--- src/aecp_pkg.sv ---
// ----------------------------------------------------------------------------
// aecp_pkg: shared types and constants for the escape-sequence parser
// Holds the job format passed from the decoder to the command generator,
// the console command codes and the character codes the decoder matches.
// ----------------------------------------------------------------------------
package aecp_pkg;

    localparam logic [7:0] ESC_BYTE      = 8'd27;
    localparam logic [7:0] CHAR_LBRACKET = 8'h5B;
    localparam logic [7:0] CHAR_SEMI     = 8'h3B;
    localparam logic [7:0] CHAR_ZERO     = 8'h30;
    localparam logic [7:0] CHAR_NINE     = 8'h39;
    localparam logic [7:0] CHAR_UP       = 8'h41;
    localparam logic [7:0] CHAR_DOWN     = 8'h42;
    localparam logic [7:0] CHAR_RIGHT    = 8'h43;
    localparam logic [7:0] CHAR_LEFT     = 8'h44;
    localparam logic [7:0] CHAR_GOTO     = 8'h66;
    localparam logic [7:0] CHAR_CLEAR    = 8'h4A;
    localparam logic [7:0] CHAR_ERASE_LN = 8'h4B;
    localparam logic [7:0] CHAR_LOWER_P  = 8'h70;
    localparam logic [7:0] CHAR_SAVE     = 8'h73;
    localparam logic [7:0] CHAR_RESTORE  = 8'h75;
    localparam logic [7:0] CHAR_COLOR    = 8'h6D;

    localparam logic       CFG_LAST_ROW   = 1'b0;
    localparam logic       CFG_LAST_COL   = 1'b1;
    localparam logic [7:0] LAST_ROW_RESET = 8'd24;
    localparam logic [7:0] LAST_COL_RESET = 8'd79;

    localparam int QUEUE_DEPTH = 4;
    localparam int QUEUE_AW    = $clog2(QUEUE_DEPTH);

    typedef enum logic [1:0] {
        CMD_PUT   = 2'd0,
        CMD_GOTO  = 2'd1,
        CMD_CLEAR = 2'd2,
        CMD_COLOR = 2'd3
    } cmd_t;

    typedef enum logic [3:0] {
        OP_PUT,
        OP_PUT2,
        OP_UP,
        OP_DOWN,
        OP_RIGHT,
        OP_LEFT,
        OP_GOTO,
        OP_CLEAR,
        OP_COLOR
    } job_op_t;

    // One decoded word. For cursor moves p1 is the step; for color p1 is the
    // background and p2 the foreground.
    typedef struct packed {
        job_op_t    op;
        logic [7:0] ch;
        logic [7:0] col;
        logic [7:0] row;
        logic [7:0] p1;
        logic [7:0] p2;
    } job_t;

    typedef struct packed {
        logic full;
        logic empty;
    } queue_status_t;

endpackage

--- src/aecp_front.sv ---
// ----------------------------------------------------------------------------
// aecp_front: byte decoder
// Tracks text and escape mode, accumulates the numeric parameters and turns
// each finished sequence or plain byte into at most one job for the queue.
// ----------------------------------------------------------------------------
module aecp_front (
    input  logic                   clk,
    input  logic                   rst_n,
    input  logic                   in_valid,
    output logic                   in_ready,
    input  logic [7:0]             byte_in,
    input  logic [7:0]             cursor_col,
    input  logic [7:0]             cursor_row,
    input  aecp_pkg::queue_status_t q_status,
    output logic                   push,
    output aecp_pkg::job_t         push_job
);
    import aecp_pkg::*;

    logic       esc_reg, esc_next;
    logic       any_reg, any_next;
    logic       digits_reg, digits_next;
    logic [1:0] sep_reg, sep_next;
    logic [7:0] first_reg, first_next;
    logic [7:0] prev_reg, prev_next;
    logic [7:0] cur_reg, cur_next;
    logic [7:0] saved_col_reg, saved_col_next;
    logic [7:0] saved_row_reg, saved_row_next;

    logic        in_fire;
    logic        job_valid;
    logic        seq_end;
    logic [7:0]  first_param;
    logic [11:0] accum;

    assign in_ready = !q_status.full;
    assign in_fire  = in_valid && in_ready;
    assign push     = in_fire && job_valid;

    assign first_param = (sep_reg != 2'd0) ? first_reg : cur_reg;
    assign accum = 12'({cur_reg, 3'b000}) + 12'({cur_reg, 1'b0}) + 12'(byte_in[3:0]);

    always_comb
    begin
        esc_next       = esc_reg;
        any_next       = any_reg;
        digits_next    = digits_reg;
        sep_next       = sep_reg;
        first_next     = first_reg;
        prev_next      = prev_reg;
        cur_next       = cur_reg;
        saved_col_next = saved_col_reg;
        saved_row_next = saved_row_reg;
        job_valid      = 1'b0;
        seq_end        = 1'b0;
        push_job.op    = OP_PUT;
        push_job.ch    = byte_in;
        push_job.col   = cursor_col;
        push_job.row   = cursor_row;
        push_job.p1    = first_param;
        push_job.p2    = 8'd0;

        if (in_fire)
        begin
            if (!esc_reg)
            begin
                if (byte_in == ESC_BYTE)
                begin
                    esc_next    = 1'b1;
                    any_next    = 1'b0;
                    digits_next = 1'b0;
                    sep_next    = 2'd0;
                    first_next  = 8'd0;
                    prev_next   = 8'd0;
                    cur_next    = 8'd0;
                end
                else
                begin
                    job_valid = 1'b1;
                end
            end
            else if (!any_reg)
            begin
                if (byte_in == CHAR_LBRACKET)
                begin
                    any_next = 1'b1;
                end
                else
                begin
                    // ESC not followed by a bracket: both bytes go out as text.
                    esc_next    = 1'b0;
                    job_valid   = 1'b1;
                    push_job.op = OP_PUT2;
                end
            end
            else if (byte_in >= CHAR_ZERO && byte_in <= CHAR_NINE)
            begin
                cur_next    = (accum > 12'd255) ? 8'd255 : accum[7:0];
                digits_next = 1'b1;
            end
            else if (byte_in == CHAR_SEMI)
            begin
                if (sep_reg == 2'd0)
                begin
                    first_next = cur_reg;
                end
                prev_next = cur_reg;
                cur_next  = 8'd0;
                if (sep_reg != 2'd3)
                begin
                    sep_next = sep_reg + 2'd1;
                end
            end
            else
            begin
                case (byte_in)
                    CHAR_UP, CHAR_DOWN:
                    begin
                        seq_end     = 1'b1;
                        job_valid   = 1'b1;
                        push_job.op = (byte_in == CHAR_UP) ? OP_UP : OP_DOWN;
                        push_job.p1 = digits_reg ? first_param : 8'd1;
                    end
                    CHAR_RIGHT, CHAR_LEFT:
                    begin
                        seq_end     = 1'b1;
                        job_valid   = 1'b1;
                        push_job.op = (byte_in == CHAR_RIGHT) ? OP_RIGHT : OP_LEFT;
                    end
                    CHAR_GOTO:
                    begin
                        seq_end      = 1'b1;
                        job_valid    = (sep_reg != 2'd0);
                        push_job.op  = OP_GOTO;
                        push_job.col = cur_reg;
                        push_job.row = first_reg;
                    end
                    CHAR_CLEAR:
                    begin
                        seq_end     = 1'b1;
                        job_valid   = 1'b1;
                        push_job.op = OP_CLEAR;
                    end
                    CHAR_ERASE_LN, CHAR_LOWER_P:
                    begin
                        seq_end = 1'b1;
                    end
                    CHAR_SAVE:
                    begin
                        seq_end        = 1'b1;
                        saved_col_next = cursor_col;
                        saved_row_next = cursor_row;
                    end
                    CHAR_RESTORE:
                    begin
                        seq_end      = 1'b1;
                        job_valid    = 1'b1;
                        push_job.op  = OP_GOTO;
                        push_job.col = saved_col_reg;
                        push_job.row = saved_row_reg;
                    end
                    CHAR_COLOR:
                    begin
                        seq_end     = 1'b1;
                        job_valid   = 1'b1;
                        push_job.op = OP_COLOR;
                        push_job.p1 = (sep_reg != 2'd0) ? cur_reg : 8'd0;
                        push_job.p2 = (sep_reg >= 2'd2) ? prev_reg : 8'd0;
                    end
                    default:
                    begin
                        // Unknown bytes inside a sequence are dropped.
                        seq_end = 1'b0;
                    end
                endcase
                if (seq_end)
                begin
                    esc_next = 1'b0;
                end
            end
        end
    end

    always_ff @(posedge clk or negedge rst_n)
    begin
        if (!rst_n)
        begin
            esc_reg       <= 1'b0;
            any_reg       <= 1'b0;
            digits_reg    <= 1'b0;
            sep_reg       <= 2'd0;
            first_reg     <= 8'd0;
            prev_reg      <= 8'd0;
            cur_reg       <= 8'd0;
            saved_col_reg <= 8'd0;
            saved_row_reg <= 8'd0;
        end
        else
        begin
            esc_reg       <= esc_next;
            any_reg       <= any_next;
            digits_reg    <= digits_next;
            sep_reg       <= sep_next;
            first_reg     <= first_next;
            prev_reg      <= prev_next;
            cur_reg       <= cur_next;
            saved_col_reg <= saved_col_next;
            saved_row_reg <= saved_row_next;
        end
    end

    a_esc_enters: assert property (@(posedge clk) disable iff (!rst_n)
        (in_fire && !esc_reg && byte_in == ESC_BYTE) |=> (esc_reg && !any_reg && sep_reg == 2'd0))
        else $error("ESC in text mode did not start a clean sequence");

endmodule

--- src/aecp_queue.sv ---
// ----------------------------------------------------------------------------
// aecp_queue: job queue
// Small FIFO between the decoder and the command generator so each side
// can stall without holding up the other.
// ----------------------------------------------------------------------------
module aecp_queue (
    input  logic                    clk,
    input  logic                    rst_n,
    input  logic                    push,
    input  aecp_pkg::job_t          push_job,
    input  logic                    pop,
    output aecp_pkg::job_t          head_job,
    output aecp_pkg::queue_status_t q_status
);
    import aecp_pkg::*;

    job_t                slots_reg [QUEUE_DEPTH];
    logic [QUEUE_AW-1:0] wr_ptr_reg, wr_ptr_next;
    logic [QUEUE_AW-1:0] rd_ptr_reg, rd_ptr_next;
    logic [QUEUE_AW:0]   count_reg, count_next;

    assign q_status.full  = (count_reg == (QUEUE_AW+1)'(QUEUE_DEPTH));
    assign q_status.empty = (count_reg == '0);
    assign head_job       = slots_reg[rd_ptr_reg];

    always_comb
    begin
        wr_ptr_next = push ? wr_ptr_reg + 1'b1 : wr_ptr_reg;
        rd_ptr_next = pop  ? rd_ptr_reg + 1'b1 : rd_ptr_reg;
        count_next  = count_reg;
        if (push && !pop)
        begin
            count_next = count_reg + 1'b1;
        end
        else if (pop && !push)
        begin
            count_next = count_reg - 1'b1;
        end
    end

    always_ff @(posedge clk)
    begin
        if (push)
        begin
            slots_reg[wr_ptr_reg] <= push_job;
        end
    end

    always_ff @(posedge clk or negedge rst_n)
    begin
        if (!rst_n)
        begin
            wr_ptr_reg <= '0;
            rd_ptr_reg <= '0;
            count_reg  <= '0;
        end
        else
        begin
            wr_ptr_reg <= wr_ptr_next;
            rd_ptr_reg <= rd_ptr_next;
            count_reg  <= count_next;
        end
    end

    a_no_underflow: assert property (@(posedge clk) disable iff (!rst_n)
        pop |-> !q_status.empty)
        else $error("job queue popped while empty");

    a_no_overflow: assert property (@(posedge clk) disable iff (!rst_n)
        push |-> (!q_status.full || pop))
        else $error("job queue pushed while full");

    a_ptr_count: assert property (@(posedge clk) disable iff (!rst_n)
        (count_reg != '0 && count_reg != (QUEUE_AW+1)'(QUEUE_DEPTH))
            |-> (wr_ptr_reg != rd_ptr_reg))
        else $error("job queue pointers disagree with the fill count");

endmodule

--- src/aecp_back.sv ---
// ----------------------------------------------------------------------------
// aecp_back: command generator
// Pops jobs, applies the cursor clamps against the configured screen size
// and drives the registered result word, one result per cycle while out_ready allows.
// ----------------------------------------------------------------------------
module aecp_back (
    input  logic                    clk,
    input  logic                    rst_n,
    input  logic                    cfg_we,
    input  logic                    cfg_index,
    input  logic [7:0]              cfg_data,
    input  aecp_pkg::job_t          head_job,
    input  aecp_pkg::queue_status_t q_status,
    output logic                    pop,
    output logic                    out_valid,
    input  logic                    out_ready,
    output logic [1:0]              command,
    output logic [7:0]              char_out,
    output logic [7:0]              target_col,
    output logic [7:0]              target_row,
    output logic [7:0]              color_byte,
    output logic                    last_of_run
);
    import aecp_pkg::*;

    logic [7:0] last_row_reg;
    logic [7:0] last_col_reg;
    logic       phase_reg, phase_next;
    logic       valid_reg, valid_next;
    cmd_t       cmd_reg, cmd_next;
    logic [7:0] char_reg, char_next;
    logic [7:0] col_reg, col_next;
    logic [7:0] row_reg, row_next;
    logic [7:0] color_reg, color_next;
    logic       last_reg, last_next;

    logic       load;
    logic       take;
    logic [8:0] row_sum;
    logic [8:0] col_sum;

    assign load    = !valid_reg || out_ready;
    assign take    = load && !q_status.empty;
    assign pop     = take && !(head_job.op == OP_PUT2 && !phase_reg);
    assign row_sum = {1'b0, head_job.row} + {1'b0, head_job.p1};
    assign col_sum = {1'b0, head_job.col} + {1'b0, head_job.p1};

    always_comb
    begin
        phase_next = phase_reg;
        valid_next = valid_reg;
        cmd_next   = cmd_reg;
        char_next  = char_reg;
        col_next   = col_reg;
        row_next   = row_reg;
        color_next = color_reg;
        last_next  = last_reg;
        if (load)
        begin
            valid_next = take;
            cmd_next   = CMD_GOTO;
            char_next  = 8'd0;
            col_next   = head_job.col;
            row_next   = head_job.row;
            color_next = 8'd0;
            last_next  = 1'b1;
            phase_next = 1'b0;
            case (head_job.op)
                OP_PUT:
                begin
                    cmd_next  = CMD_PUT;
                    char_next = head_job.ch;
                    col_next  = 8'd0;
                    row_next  = 8'd0;
                end
                OP_PUT2:
                begin
                    // The ESC goes out first, then the byte that followed it.
                    cmd_next   = CMD_PUT;
                    char_next  = phase_reg ? head_job.ch : ESC_BYTE;
                    col_next   = 8'd0;
                    row_next   = 8'd0;
                    last_next  = phase_reg;
                    phase_next = take && !phase_reg;
                end
                OP_UP:
                begin
                    row_next = (head_job.p1 > head_job.row) ? 8'd0
                                                            : head_job.row - head_job.p1;
                end
                OP_DOWN:
                begin
                    row_next = (row_sum > {1'b0, last_row_reg}) ? last_row_reg
                                                                 : row_sum[7:0];
                end
                OP_RIGHT:
                begin
                    col_next = (col_sum > {1'b0, last_col_reg}) ? last_col_reg
                                                                 : col_sum[7:0];
                end
                OP_LEFT:
                begin
                    col_next = (head_job.p1 > head_job.col) ? 8'd0
                                                            : head_job.col - head_job.p1;
                end
                OP_GOTO:
                begin
                    cmd_next = CMD_GOTO;
                end
                OP_CLEAR:
                begin
                    cmd_next = CMD_CLEAR;
                    col_next = 8'd0;
                    row_next = 8'd0;
                end
                OP_COLOR:
                begin
                    cmd_next   = CMD_COLOR;
                    col_next   = 8'd0;
                    row_next   = 8'd0;
                    color_next = {head_job.p1[3:0], 4'b0000} | head_job.p2;
                end
                default:
                begin
                    cmd_next = CMD_PUT;
                    col_next = 8'd0;
                    row_next = 8'd0;
                end
            endcase
        end
    end

    always_ff @(posedge clk or negedge rst_n)
    begin
        if (!rst_n)
        begin
            last_row_reg <= LAST_ROW_RESET;
            last_col_reg <= LAST_COL_RESET;
        end
        else if (cfg_we)
        begin
            if (cfg_index == CFG_LAST_ROW)
            begin
                last_row_reg <= cfg_data;
            end
            else
            begin
                last_col_reg <= cfg_data;
            end
        end
    end

    always_ff @(posedge clk or negedge rst_n)
    begin
        if (!rst_n)
        begin
            phase_reg <= 1'b0;
            valid_reg <= 1'b0;
        end
        else
        begin
            phase_reg <= phase_next;
            valid_reg <= valid_next;
        end
    end

    always_ff @(posedge clk)
    begin
        cmd_reg   <= cmd_next;
        char_reg  <= char_next;
        col_reg   <= col_next;
        row_reg   <= row_next;
        color_reg <= color_next;
        last_reg  <= last_next;
    end

    assign out_valid   = valid_reg;
    assign command     = cmd_reg;
    assign char_out    = char_reg;
    assign target_col  = col_reg;
    assign target_row  = row_reg;
    assign color_byte  = color_reg;
    assign last_of_run = last_reg;

    a_phase_on_pair: assert property (@(posedge clk) disable iff (!rst_n)
        phase_reg |-> (!q_status.empty && head_job.op == OP_PUT2 && valid_reg
                       && !last_reg && char_reg == ESC_BYTE))
        else $error("second half of an ESC pair lost its job");

endmodule

--- src/ansi_escape_cursor_parser_top.sv ---
// ----------------------------------------------------------------------------
// ansi_escape_cursor_parser_top: byte stream to console command decoder
// A result word passes through the job queue, then the result register.
// Throughput: one byte per cycle while the job queue is not full; a lone ESC
// pair leaves the single result register of the command generator as two words.
// A four-entry job queue absorbs output stalls before input is held off.
// Reset (rst_n low, asynchronous) returns to text mode, clears the saved
// cursor and empties the queue; last_row resets to 24, last_column to 79.
// ----------------------------------------------------------------------------
module ansi_escape_cursor_parser_top (
    input  logic       clk,
    input  logic       rst_n,
    input  logic       cfg_we,
    input  logic       cfg_index,
    input  logic [7:0] cfg_data,
    input  logic       in_valid,
    output logic       in_ready,
    input  logic [7:0] byte_in,
    input  logic [7:0] cursor_col,
    input  logic [7:0] cursor_row,
    output logic       out_valid,
    input  logic       out_ready,
    output logic [1:0] command,
    output logic [7:0] char_out,
    output logic [7:0] target_col,
    output logic [7:0] target_row,
    output logic [7:0] color_byte,
    output logic       last_of_run
);
    import aecp_pkg::*;

    queue_status_t q_status;
    logic          push;
    logic          pop;
    job_t          push_job;
    job_t          head_job;

    aecp_front u_front (
        .clk        (clk),
        .rst_n      (rst_n),
        .in_valid   (in_valid),
        .in_ready   (in_ready),
        .byte_in    (byte_in),
        .cursor_col (cursor_col),
        .cursor_row (cursor_row),
        .q_status   (q_status),
        .push       (push),
        .push_job   (push_job)
    );

    aecp_queue u_queue (
        .clk      (clk),
        .rst_n    (rst_n),
        .push     (push),
        .push_job (push_job),
        .pop      (pop),
        .head_job (head_job),
        .q_status (q_status)
    );

    aecp_back u_back (
        .clk         (clk),
        .rst_n       (rst_n),
        .cfg_we      (cfg_we),
        .cfg_index   (cfg_index),
        .cfg_data    (cfg_data),
        .head_job    (head_job),
        .q_status    (q_status),
        .pop         (pop),
        .out_valid   (out_valid),
        .out_ready   (out_ready),
        .command     (command),
        .char_out    (char_out),
        .target_col  (target_col),
        .target_row  (target_row),
        .color_byte  (color_byte),
        .last_of_run (last_of_run)
    );

endmodule

--- config.mk ---
export PLATFORM = sky130hd
export DESIGN_NAME = ansi_escape_cursor_parser_top
export DESIGN_NICKNAME = d
export VERILOG_FILES = /design/src/aecp_pkg.sv /design/src/aecp_front.sv /design/src/aecp_queue.sv /design/src/aecp_back.sv /design/src/ansi_escape_cursor_parser_top.sv
export SDC_FILE = /design/constraint.sdc
export NUM_CORES = 1
export LEC_CHECK = 0
export BUFFER_PORTS_ARGS = -buffer_cell sky130_fd_sc_hd__buf_2
export CAP_MARGIN = 5
export CORE_ASPECT_RATIO = 1.2
export CORE_MARGIN = 5
export CORE_UTILIZATION = 55
export CTS_CLUSTER_DIAMETER = 30
export CTS_CLUSTER_SIZE = 16
export DETAILED_ROUTE_END_ITERATION = 7
export PLACE_DENSITY = 0.8
export REMOVE_ABC_BUFFERS = 1
export SKIP_LAST_GASP = 1
export SYNTH_ARGS = -nofsm -noshare
export SYNTH_HDL_FRONTEND = slang
export SYNTH_HIERARCHICAL = 1
export SYNTH_SLANG_ARGS = --single-unit
--- constraint.sdc ---
create_clock -name clk -period 4.65 [get_ports clk]
set_input_delay 0 -clock clk [delete_from_list [all_inputs] [get_ports clk]]
set_output_delay 0 -clock clk [all_outputs]
set_load 0.01 [all_outputs]
# --- After elaboration in Yosys (flattened, before gate mapping) ---
# Memories as Yosys holds them, arrays and structs flattened.
# Index checks and enable logic that the tools add are counted.
classes:
  n_bitwise: 4
  addsub: 11
  reduce_logical: 40
  n_lt_le_gt_ge: 8
  eq_ne: 31
  n_mux: 83
ops:
  columns: ["operator", "n"]
  rows:
  - ["$mux 8", 25]
  - ["$mux 32", 5]
  - ["$eq 8x7->1 const B", 12]
  - ["$pmux 8 s3", 2]
  - ["$mux 1", 32]
  - ["$pmux 16 s2", 1]
  - ["$pmux 8 s2", 2]
  - ["$mux 4", 5]
  - ["$pmux 4 s5", 1]
  - ["$add 8x8->9", 2]
  - ["$gt 9x8->1", 2]
  - ["$reduce_and 6->1", 3]
  - ["$eq 4x3->1 const B", 4]
  - ["$gt 8x8->1", 2]
  - ["$sub 8x8->8", 2]
  - ["$ne 2x2->1 const B", 7]
  - ["$add 11x9->12", 1]
  - ["$add 12x4->12", 1]
  - ["$gt 12x8->1 const B", 1]
  - ["$mux 2", 6]
  - ["$reduce_or 11->1", 1]
  - ["$logic_and 1x1->1", 9]
  - ["$eq 4x2->1 const B", 2]
  - ["$eq 8x5->1 const B", 1]
  - ["29 further kinds", 48]
word_totals:
  input_bits: 38
  memories: 1
  ff_bits: 105
  elab_cells: 200
  output_inout_bits: 37
  ramBits: 176
mem_list:
  columns: ["memory", "words", "width", "rd", "rd_clocked_by_memory_dff", "write_ports", "line_no", "source"]
  rows:
  - ["u_queue.slots_reg", 4, 44, 1, 0, 1, "aecp_queue.sv:17", "job_t slots_reg [QUEUE_DEPTH];"]

# --- Longest topological paths before layout ---
logic_depth:
  depth_word: 13
  ltp_mapped: 18

# --- Cells and area by module ---
# Netlist, hierarchy kept.
by_module_without_submodules:
  columns: ["module", "instances", "seq_area_each_um2", "area_per_inst_um2", "cells_per_inst"]
  rows:
  - ["aecp_queue", 1, 5460.2, 6805.3, 264]
  - ["aecp_back", 1, 1510.2, 4125.2, 412]
  - ["aecp_front", 1, 1126.1, 3380.7, 375]

# --- Least setup slack after synthesis ---
# Ideal clock, no wire load.
synth_path:
  kind: "register to register"
  from: "register u_queue.rd_ptr_reg[0]"
  to: "register u_back.col_reg[2] (netlist: u_back/target_col[2]), data pin"
  path_buffers: 2
  setup_time_ps: 272
  period_less_slack_ps: 4459
  setup_slack_ps: 191
  arrival_ps: 4187
  path_stages_with_launch: 18
  cell_sequence: "dfrtp_1 > buf_6 > buf_12 > mux4_2 > inv_1 > fa_1 > nor2_2 > o311a_1 > o21ba_2 > o21ai_0 > o31ai_1 > ha_1 > a22o_1 > nor4_1 > o221ai_1 > a221oi_4 > mux2i_1 > o221ai_1"
synth_lines:
  columns: ["item", "line_no", "source"]
  rows:
  - ["from (decl)", "aecp_queue.sv:19", "logic [QUEUE_AW-1:0] rd_ptr_reg, rd_ptr_next;"]
  - ["from (signal assigned)", "aecp_queue.sv:60", "rd_ptr_reg <= rd_ptr_next;"]
  - ["to (signal assigned)", "aecp_back.sv:171", "col_reg <= col_next;"]
  - ["to (decl)", "aecp_back.sv:32", "logic [7:0] col_reg, col_next;"]

==> flow_summary.yaml <==
setup_path:
  critPathCaptureType: "register"
  worstPathArrival_ns: 4.78
  worst_setup_path_start_kind: "register"
  r2r-start: "u_queue/rd_ptr_reg[0]$_DFFE_PN0P_"
  reg2reg_depth: 14
  critical_path_class: "reg2reg"
  ff2ff_setup_slack_ns: 0.11
  worstPathRequired_ns: 4.88
  timing.rr.end: "u_back/target_row[6]$_DFFE_PN_"
  critPathMaxFanout: 10
timing:
  period_needed_ns: 4.54
  hold_viol: 0
  rsz0062_at_grt: "yes"
  fmax_ghz: 0.220
  worst_pin_slew_ns: 1.09
  drv_slew: 0
  relSlewSlack_pct: 27.5
  finalCritPeriodShare_pct: 97.7
  fin_skew_ns: 0.0328
  finalSetupViolCount: 0
drt:
  via_per_inst: 6.10
  drcViolationCount: 0
  drt_iter0_drc: 740
  wire_per_inst_um: 22.0
  vias: 9509
  firstDrtPassIters: 5
  antenna_left: 0
  routed_wl_mm: 34.3
clock_tree:
  clock_tree.root_cell: "clkbuf_16"
  htreeDepth: 2
  clkTransAtPathRegs_ns: 0.06
  clkLatencyLatePin_ns: 0.54
  cts.sinks: 281
  clockBufferDepth: 3
  cts_tree: "done"
  cts_inserted_buffers: 42
logic_synthesis:
  async_reset_ff_share_pct: 24.9
  netlist_area_sq_um: 14300
  synth_largest_area_cell: "edfxtp_1"
  synth_common_cells: "211 x edfxtp_1, 82 x nand2_1, 71 x ha_1"
  syn_avg_cell_area_sq_um: 13.6
  synth_warnings: 6
  synth.distinct_cells: 86
  synthTopCellsByArea: "edfxtp_1 44%, dfrtp_1 11%, ha_1 6.2%"
  ys_ff_latch: 281
  synthFlopType: "edfxtp_1"
  synth.most_common_cell: "edfxtp_1"
  yosysTopAreaCellShare_pct: 44.3
  synth_cells: 1051
  synth_seq_area_share_pct: 56.6
  synth_edf_count: 211
power:
  leakage_nw: 6.77
  power_density_nw_per_um2: 726
  ir_drop_v: 0.000380
floorplan:
  num_rows: 64
  fp.dieW_um: 157
  start_util_pct: 56.0
  ios: 75
  die_y_um: 187
  dieArea_sq_um: 29400
  fp.coreArea_sq_um: 25500
layout:
  n_fill_cell: 1709
  syn_to_final_growth_pct: 19.2
  finalInstanceArea_sq_um: 17100
  largest_register_ffs: 176
  final_cells: 1560
  final_nets: 1314
  drive_gt1_share_pct: 23.4
  antenna_cells: 0
worst_hold_path:
  hold_path_depth: 4
  worstHoldStart: "cfg_we"
  hold_path_end: "u_back/last_row_reg[4]$_DFFE_PN1P_"
  hp-class: "in2reg"
global_route:
  antenna_found_initial: 0
  grt_max_degree: 71
  grt_pass1_wl_mm: 53.7
  gr-total-overflow: 0
  first_global_vias: 9771
  track_usage_pct: 23.3
placed_design:
  hpwl_mm: 22.2
  numPortBuffers: 74
  placed_area_sq_um: 15000
  gp_congestion: 0.897
  placed_cells: 1427
run_status:
  status: "complete, no violations"
run:
  drv_cap: 0
[layer usage]
layer / GRT usage [%] / part of all wire (%) / vias to the layer above
met5: 0 / 0 / -
met3: 2.99 / 5.4 / 72
li1: - / - / 4331
met2: 40.2 / 51 / 363
met1: 29.9 / 40 / 4743
met4: 8.67 / 3.8 / 0
[critical path, stage by stage, from the launching register on]
cell	delay, ns
dfrtp_2	0.48
buf_12	0.17
buf_4	0.14
mux4_2	0.58
inv_1	0.16
ha_2	0.33
or4_1	0.55
nand3_1	0.12
xnor2_1	0.17
ha_1	0.29
and3_1	0.20
and3_1	0.20
o2111a_2	0.32
a222oi_1	0.36
o21ai_0	0.17
[cell families after synthesis]
| logic type | Yosys count | synth area share [%] |
|---|---|---|
| buffers and inverters | 104 | 3.76 |
| XOR/XNOR | 32 | 1.96 |
| adder cells (fa/ha/maj) | 78 | 7.19 |
| AND/OR/NAND/NOR | 238 | 8.75 |
| flip-flops | 281 | 56.6 |
| AO/OA/AOI/OAI | 239 | 12.0 |
| multiplexers | 79 | 9.77 |
[final cells by class]
cell class,count,area (sq um),share of cell area [%]
well taps,330,413,2.42
clock buffers,44,1090,6.39
inverters,52,199,1.17
repair buffers,155,1150,6.74
flip-flops and latches,281,8100,47.5
multi-input cells,666,5740,33.7
clock inverters,32,372,2.18
[layout by cell type (no fill, tap or decap), drive strengths merged, types with 6 or more instances in the layout]
cell type,instances
fa,7
nand4,6
dfstp,7
nor3,16
a21o,9
a21oi,28
and3,7
a211oi,13
ha,71
o21ai,59
nand3,9
nand2,82
clkbuf,44
mux2i,7
nand2b,11
a22oi,24
o21a,12
o221ai,6
a22o,26
dfrtp,63
nor2,37
edfxtp,211
buf,112
mux2,28
inv,62
clkinv,14
mux4,44
nand3b,6
dlygate4sd3,43
and2,25
xor2,16
o21bai,8
xnor2,16
nor2b,13
[worst max-delay path by stage]
stage / startpoint / to / slack, ns / cells after the start
after global routing: u_queue/rd_ptr_reg[0]$_DFFE_PN0P_ / u_back/target_col[3]$_DFFE_PN_ / -0.09 / 18
after detailed placement: u_queue/rd_ptr_reg[0]$_DFFE_PN0P_ / u_back/target_col[2]$_DFFE_PN_ / 0.07 / 17
after floorplan: u_queue/rd_ptr_reg[0]$_DFFE_PN0P_ / u_back/target_col[2]$_DFFE_PN_ / -1.13 / 15
final: u_queue/rd_ptr_reg[0]$_DFFE_PN0P_ / u_back/target_row[6]$_DFFE_PN_ / 0.11 / 14
after CTS: u_queue/rd_ptr_reg[0]$_DFFE_PN0P_ / u_back/target_row[7]$_DFFE_PN_ / 0.02 / 13
after global placement: u_queue/rd_ptr_reg[0]$_DFFE_PN0P_ / u_back/target_col[2]$_DFFE_PN_ / 0.18 / 17
[per-stage QoR]
stage               setup TNS [ns]  hold WS (ns)  util (%)  setup WS (ns)  total power, mW
detailed placement               0         0.209      58.7         0.0668             8.69
global placement                 0         0.210      58.7          0.178             8.56
global route                -0.813         0.113      66.8        -0.0889             13.1
floorplan                   -15.26        -0.296         -          -1.13             7.17
finish                           0        0.0854      66.8          0.105             12.4
CTS                              0        0.0461      66.1         0.0183             12.0
[power breakdown]
group | switching (mW) | internal (mW)
Sequential | 0.162 | 3.27
Clock | 1.26 | 1.94
Combinational | 3.12 | 2.63
Total | 4.55 | 7.84
[timing repair]
| item | CTS | global route |
|---|---|---|
| hold buffers | 43 | 0 |
| endpoints found under the setup margin | 5 | 16 |
| resized for setup | 2 | 19 |
| setup buffers | 0 | 14 |
| pin swaps | 0 | 9 |
| cloned | 0 | 0 |
| endpoints found under the hold margin | 185 | 0 |
No activity file was read; power rests on OpenSTA's default activity.
